==> src/sv/sbr_pkg.sv <==
// sbr_pkg: shared types and constants of the stream byte reassembler.
// No dependencies.
`timescale 1ns / 1ps

package sbr_pkg;

    localparam int WINDOW_DEF = 64;
    localparam int IDX_W      = 32;
    localparam int BYTE_W     = 8;
    localparam int CNT_W      = 7;

    typedef enum logic [1:0] {
        ST_IDLE,
        ST_DATA,
        ST_SCAN,
        ST_EMIT
    } t_state;

    typedef enum logic {
        KIND_DATA = 1'b0,
        KIND_EOS  = 1'b1
    } t_kind;

endpackage

==> src/sv/stream_byte_reassembler.sv <==
// stream_byte_reassembler: ring-buffer reassembly of out-of-order stream bytes.
// Depends on sbr_pkg.
`timescale 1ns / 1ps

// Usage
//   Input transfer: start high while busy is low. A data item (kind 0) stores
//   its byte when byte_index lies in the window [ack, ack + WINDOW); it gives
//   no result and keeps busy high for one cycle. An end-of-segment item
//   (kind 1) scans the ring from the head, one slot a cycle, for up to
//   out_space contiguous valid bytes (out_space capped at WINDOW), then reads
//   the byte memory one slot a cycle to release them. Results appear on
//   o_strobe, one per cycle, the first one passing through the emit state and
//   the strobe register after the scan ends; if no byte is released, a single
//   status result follows the scan. o_last marks the final result of the
//   item. All results of one item carry the status after the release.
//   The receiver cannot stall: every strobed result is a completed transfer.
//   The scan and the single-port byte memory set the rate.
//   Reset (synchronous, active low) clears all valid bits, the ack position,
//   the pending count and the eof/end flags.

module stream_byte_reassembler #(
    parameter int WINDOW = sbr_pkg::WINDOW_DEF
) (
    input  logic                        i_clk,
    input  logic                        i_rst_n,
    input  logic                        start,
    output logic                        busy,
    input  logic                        i_kind,
    input  logic [sbr_pkg::IDX_W-1:0]   i_byte_index,
    input  logic [sbr_pkg::BYTE_W-1:0]  i_data_byte,
    input  logic                        i_eof_flag,
    input  logic [sbr_pkg::CNT_W-1:0]   i_out_space,
    output logic                        o_strobe,
    output logic [sbr_pkg::BYTE_W-1:0]  o_out_byte,
    output logic                        o_byte_valid,
    output logic [sbr_pkg::IDX_W-1:0]   o_ack_pos,
    output logic [sbr_pkg::CNT_W-1:0]   o_unassembled_count,
    output logic                        o_stream_ended,
    output logic                        o_last
);
    import sbr_pkg::*;

    localparam int PTR_W = (WINDOW > 1) ? $clog2(WINDOW) : 1;
    localparam logic [PTR_W-1:0] PTR_LAST = PTR_W'(WINDOW - 1);
    localparam logic [CNT_W-1:0] WIN_CNT  = CNT_W'(WINDOW);
    localparam logic [IDX_W-1:0] WIN_IDX  = IDX_W'(WINDOW);
    localparam logic [PTR_W:0]   WIN_SUM  = (PTR_W + 1)'(WINDOW);

    logic [BYTE_W-1:0] mem [WINDOW];

    t_state r_state, n_state;

    logic [WINDOW-1:0] r_slot_valid;
    logic [IDX_W-1:0]  r_next_index;
    logic [CNT_W-1:0]  r_pending;
    logic              r_eof_seen;
    logic              r_ended;
    logic [PTR_W-1:0]  r_head;

    logic [IDX_W-1:0]  r_idx;
    logic [BYTE_W-1:0] r_byte;
    logic [CNT_W-1:0]  r_space;
    logic [CNT_W-1:0]  r_cnt;
    logic [PTR_W-1:0]  r_ptr;
    logic [PTR_W-1:0]  r_rd_ptr;

    logic              r_strobe;
    logic              r_byte_valid;
    logic              r_last;
    logic [BYTE_W-1:0] r_out_byte;

    logic              accept;
    logic              scan_more;
    logic              scan_done;
    logic              emit;
    logic              status_only;
    logic [IDX_W-1:0]  offset;
    logic              in_window;
    logic [PTR_W:0]    slot_sum;
    logic [PTR_W-1:0]  wr_slot;
    logic [CNT_W-1:0]  pending_after;

    function automatic logic [PTR_W-1:0] ring_inc(input logic [PTR_W-1:0] p);
        ring_inc = (p == PTR_LAST) ? '0 : p + 1'b1;
    endfunction

    assign accept        = start && (r_state == ST_IDLE);
    assign offset        = r_idx - r_next_index;
    assign in_window     = offset < WIN_IDX;
    assign slot_sum      = {1'b0, r_head} + {1'b0, offset[PTR_W-1:0]};
    assign wr_slot       = (slot_sum >= WIN_SUM) ? PTR_W'(slot_sum - WIN_SUM)
                                                 : slot_sum[PTR_W-1:0];
    assign pending_after = r_pending - r_cnt;

    always_comb begin
        n_state     = r_state;
        scan_more   = 1'b0;
        scan_done   = 1'b0;
        emit        = 1'b0;
        status_only = 1'b0;
        case (r_state)
            ST_IDLE: begin
                if (start) begin
                    n_state = (i_kind == KIND_EOS) ? ST_SCAN : ST_DATA;
                end
            end
            ST_DATA: begin
                n_state = ST_IDLE;
            end
            ST_SCAN: begin
                if ((r_cnt < r_space) && r_slot_valid[r_ptr]) begin
                    scan_more = 1'b1;
                end else begin
                    scan_done = 1'b1;
                    if (r_cnt == '0) begin
                        status_only = 1'b1;
                        n_state     = ST_IDLE;
                    end else begin
                        n_state = ST_EMIT;
                    end
                end
            end
            ST_EMIT: begin
                emit = 1'b1;
                if (r_cnt == CNT_W'(1)) begin
                    n_state = ST_IDLE;
                end
            end
            default: begin
                n_state = ST_IDLE;
            end
        endcase
    end

    always_ff @(posedge i_clk) begin
        if (!i_rst_n) begin
            r_state <= ST_IDLE;
        end else begin
            r_state <= n_state;
        end
    end

    // control and status
    always_ff @(posedge i_clk) begin
        if (!i_rst_n) begin
            r_slot_valid <= '0;
            r_next_index <= '0;
            r_pending    <= '0;
            r_eof_seen   <= 1'b0;
            r_ended      <= 1'b0;
            r_head       <= '0;
            r_cnt        <= '0;
            r_strobe     <= 1'b0;
            r_byte_valid <= 1'b0;
            r_last       <= 1'b0;
        end else begin
            r_strobe     <= emit || status_only;
            r_byte_valid <= emit;
            r_last       <= status_only || (emit && (r_cnt == CNT_W'(1)));
            if (accept) begin
                r_cnt <= '0;
                if (i_kind == KIND_EOS && i_eof_flag) begin
                    r_eof_seen <= 1'b1;
                end
            end
            if (r_state == ST_DATA && in_window && !r_slot_valid[wr_slot]) begin
                r_slot_valid[wr_slot] <= 1'b1;
                r_pending             <= r_pending + 1'b1;
            end
            if (scan_more) begin
                r_cnt <= r_cnt + 1'b1;
            end
            if (scan_done) begin
                r_head       <= r_ptr;
                r_next_index <= r_next_index + IDX_W'(r_cnt);
                r_pending    <= pending_after;
                if (r_eof_seen && pending_after == '0) begin
                    r_ended <= 1'b1;
                end
            end
            if (emit) begin
                r_slot_valid[r_rd_ptr] <= 1'b0;
                r_cnt                  <= r_cnt - 1'b1;
            end
        end
    end

    // payload and pointers
    always_ff @(posedge i_clk) begin
        if (accept) begin
            r_idx    <= i_byte_index;
            r_byte   <= i_data_byte;
            r_space  <= (i_out_space > WIN_CNT) ? WIN_CNT : i_out_space;
            r_ptr    <= r_head;
            r_rd_ptr <= r_head;
        end
        if (scan_more) begin
            r_ptr <= ring_inc(r_ptr);
        end
        if (emit) begin
            r_rd_ptr <= ring_inc(r_rd_ptr);
        end
    end

    // byte memory
    always_ff @(posedge i_clk) begin
        if (r_state == ST_DATA && in_window) begin
            mem[wr_slot] <= r_byte;
        end
        if (emit) begin
            r_out_byte <= mem[r_rd_ptr];
        end else if (status_only) begin
            r_out_byte <= '0;
        end
    end

    assign busy                = (r_state != ST_IDLE);
    assign o_strobe            = r_strobe;
    assign o_out_byte          = r_out_byte;
    assign o_byte_valid        = r_byte_valid;
    assign o_ack_pos           = r_next_index;
    assign o_unassembled_count = r_pending;
    assign o_stream_ended      = r_ended;
    assign o_last              = r_last;

endmodule

==> config.mk <==
export PLATFORM = sky130hd
export DESIGN_NAME = stream_byte_reassembler
export DESIGN_NICKNAME = d
export VERILOG_FILES = /design/src/sv/sbr_pkg.sv /design/src/sv/stream_byte_reassembler.sv
export SDC_FILE = /design/constraint.sdc
export NUM_CORES = 1
export LEC_CHECK = 0
export CAP_MARGIN = 40
export CORE_ASPECT_RATIO = 1.25
export CORE_MARGIN = 3
export CORE_UTILIZATION = 50
export CTS_CLUSTER_SIZE = 14
export DETAILED_ROUTE_END_ITERATION = 7
export DONT_BUFFER_PORTS = 1
export GPL_TIMING_DRIVEN = 0
export PLACE_DENSITY = 0.77
export SKIP_CTS_REPAIR_TIMING = 1
export SLEW_MARGIN = 0
export SYNTH_ARGS = -nofsm -noshare
export SYNTH_HDL_FRONTEND = slang
export SYNTH_SLANG_ARGS = --single-unit
==> constraint.sdc <==
create_clock -name i_clk -period 5 [get_ports i_clk]
set_input_delay 0.25 -clock i_clk [delete_from_list [all_inputs] [get_ports i_clk]]
set_output_delay 0.25 -clock i_clk [all_outputs]
set_load 0.03 [all_outputs]
==> flow_summary.json <==
{
  "ant_nets": 0,
  "yosys.area.top_type": "edfxtp_1",
  "grt_usage": 0.261,
  "syn_nets": 2240,
  "placed_cells": 2998,
  "hp-start": "i_kind",
  "final_util": 0.596,
  "die_w_um": 232,
  "cts-root-buf": "clkbuf_16",
  "vias": 21000,
  "clk_pin_slew_ps": 70,
  "cp.required_ps": 5570,
  "slew_viol_final": 0,
  "syn-instance-count": 2123,
  "r2r_start": "o_ack_pos[0]$_SDFFE_PN0P_",
  "synth_area_um2": 31800,
  "final_area_um2": 37300,
  "start_util": 0.509,
  "startpoint_type": "register",
  "critPathKind": "reg2reg",
  "drv_cap": 0,
  "io_pins": 104,
  "mostFrequentLayoutCells": "edfxtp_1, mux4_2, dfxtp_1",
  "hold_depth": 3,
  "numPortBuffers": 0,
  "synth.area.top_cells": "edfxtp_1, mux4_2, dfxtp_1, ha_1, nor2_1",
  "ys_ff_latch": 708,
  "rr_worst_depth": 17,
  "synth-edff-count": 579,
  "ys_seq_area_frac": 0.627,
  "area_delta_synth_final_pct": 17.1,
  "core_um2": 62500,
  "ys_warn_count": 0,
  "finalHoldViolations": 0,
  "wl_met1_um": 31900,
  "hpwlAfterDp_um": 60000,
  "grt_max_degree": 39,
  "grt_pass1_wl_um": 131000,
  "fin_crit_ps": 4920,
  "fillers": 4559,
  "dr.first_iter.drc_count": 2714,
  "die_y_um": 288,
  "holdPathEnd": "r_state[0]$_SDFFE_PN0P_",
  "synthFlopType": "edfxtp_1",
  "cts_tree": "done",
  "synth_top_cell_area_share": 0.546,
  "crit_path_end_kind": "register",
  "finalNonFillerCells": 3203,
  "worst-path-max-fanout": 10,
  "setup_viol": 0,
  "wl_met2_um": 45400,
  "p_per_area_nw_per_um2": 368,
  "top_layer_used": "met4",
  "timing.hold.ws_ps": 18.3,
  "crit_chain": "ha_1 > inv_1 > fa_1 > inv_1 > fa_2 > xnor2_4 > buf_6 > mux4_2 > a2111oi_4 > o21ai_1 > o31ai_2 > mux2i_2 > or4_4 > buf_8 > buf_6 > nor3_1 > o221a_2",
  "rsz0062_at_grt": "true",
  "insertion_delay_ps": 640,
  "final_nets": 2434,
  "max-vdd-ir-drop_uv": 307,
  "ys_async_sr_fraction": 0,
  "finClkSkew_ps": 32.6,
  "antennaDiodeCount": 0,
  "clockBufferDepth": 3,
  "drive_above_1_share": 0.235,
  "worst_slew_pin_slew_ps": 1450,
  "r2r_slack_ps": 80,
  "clock-sinks": 708,
  "slowest_delay_ps": 650,
  "path_delay_family": "adder cells",
  "antenna_found_initial": 0,
  "hold_class": "in2reg",
  "critical_path_arrival_ps": 5490,
  "dieArea_um2": 66800,
  "via_per_inst": 6.55,
  "cts_made_buffers": 70,
  "grt.overflow.total": 0,
  "num_rows": 102,
  "fmax_mhz": 203,
  "wl_per_cell_um": 28.2,
  "leakage_uw": 0.0120,
  "wl_um": 90300,
  "cp.buffers_inverters": 5,
  "fin_setup_tns_ps": 0,
  "gp_congestion": 0.952,
  "slowest_stage": "or4_4",
  "firstDrtPassIters": 8,
  "wl_met3_um": 7730,
  "postPlaceCellArea_um2": 33600,
  "slew_headroom": 0.0316,
  "drc": 0,
  "ctsHtreeMaxLevel": 3,
  "final_common_cell": "edfxtp_1",
  "outcome": "finished, final reports clean",
  "period_share": 0.985,
  "r2r-end": "r_slot_valid[43]$_SDFF_PN0_",
  "first_global_vias": 20700,
  "ys_types": 75,
  "syn_avg_cell_area_um2": 15.0
}
==> Yosys cell counts, types with 12 or more instances <==
| library cell | n |
|---|---|
| nand2b_1 | 15 |
| nor2_1 | 156 |
| a21oi_1 | 84 |
| nand2_1 | 98 |
| clkbuf_1 | 92 |
| nand3_1 | 48 |
| nor3_1 | 83 |
| o21a_1 | 12 |
| mux4_2 | 189 |
| nand4_1 | 28 |
| ha_1 | 61 |
| buf_1 | 20 |
| a31oi_1 | 16 |
| a21o_1 | 21 |
| mux2i_1 | 20 |
| edfxtp_1 | 579 |
| o221a_2 | 41 |
| inv_1 | 72 |
| mux2_2 | 14 |
| and2_1 | 15 |
| o21ai_0 | 60 |
| nor2b_1 | 15 |
| xnor2_1 | 39 |
| or3_1 | 16 |
| o211ai_1 | 12 |
| dfxtp_1 | 129 |
| o221a_1 | 24 |
==> worst reg2reg max path, stage by stage, from the launching register on <==
cell,delay [ps]
dfxtp_4,430
ha_1,190
inv_1,50
fa_1,500
inv_1,60
fa_2,420
xnor2_4,280
buf_6,180
mux4_2,540
a2111oi_4,350
o21ai_1,140
o31ai_2,90
mux2i_2,170
or4_4,650
buf_8,210
buf_6,150
nor3_1,190
o221a_2,250
==> area by class of cell <==
class                           count  area, um2  share of cell area
Inverter                           72        270             0.00725
Multi-Input combinational cell   1217      11600               0.311
Clock inverter                     34        380              0.0102
Sequential cell                   708      20000               0.536
Clock buffer                       92       1910              0.0511
Timing Repair Buffer              125       1530              0.0410
Buffer                            123        549              0.0147
Tap cell                          832       1040              0.0279
==> layer usage <==
| layer | GRT usage | vias up |
|---|---|---|
| met3 | 0.0523 | 320 |
| li1 | - | 8857 |
| met5 | 0 | - |
| met4 | 0.130 | 0 |
| met1 | 0.321 | 10500 |
| met2 | 0.443 | 1278 |
==> cell families after synthesis <==
| logic type | synth area share |
|---|---|
| XOR/XNOR | 0.0138 |
| adder cells (fa/ha/maj) | 0.0265 |
| AND/OR/NAND/NOR | 0.0787 |
| buffers and inverters | 0.0253 |
| multiplexers | 0.145 |
| AO/OA/AOI/OAI | 0.0832 |
| flip-flops | 0.627 |
==> through the flow <==
stage / setup WS, ps / total power (uW)
global placement: -1460 / 8210
finish: 77.2 / 13700
global route: -24.7 / 14100
floorplan: 144 / 7680
detailed placement: -1010 / 8350
CTS: -1040 / 13600
==> worst max-delay path by stage <==
| stage | from | endpoint | slack, ps | cells past startpoint |
|---|---|---|---|---|
| floorplan | o_ack_pos[0]$_SDFFE_PN0P_ | o_unassembled_count[1]$_SDFFE_PN0P_ | 140 | 16 |
| global placement | o_ack_pos[0]$_SDFFE_PN0P_ | o_unassembled_count[2]$_SDFFE_PN0P_ | -1460 | 16 |
| detailed placement | o_ack_pos[0]$_SDFFE_PN0P_ | o_unassembled_count[3]$_SDFFE_PN0P_ | -1010 | 17 |
| CTS | o_ack_pos[0]$_SDFFE_PN0P_ | o_unassembled_count[2]$_SDFFE_PN0P_ | -1040 | 17 |
| global route | o_ack_pos[9]$_SDFFE_PN0P_ | mem[34][1]$_DFFE_PP_ | -20 | 17 |
| finish | o_ack_pos[0]$_SDFFE_PN0P_ | r_slot_valid[43]$_SDFF_PN0_ | 80 | 17 |
==> state kept, by name (all words and copies together) (netlist names), 2 cells and up, named ones only <==
signal / cells
mem: 512
r_slot_valid: 64
o_ack_pos: 32
r_idx: 32
o_out_byte: 8
r_byte: 8
o_unassembled_count: 7
r_cnt: 7
r_space: 7
r_head: 6
r_ptr: 6
r_rd_ptr: 6
r_state: 2
==> report_power, final <==
part / internal, uW / switching, uW / total [uW] / leakage (uW)
Combinational: 729 / 1130 / 1860 / 0.00453
Sequential: 6450 / 87.0 / 6540 / 0.00631
Clock: 3030 / 2300 / 5330 / 0.00112
Power figures use the tool's default switching activity.
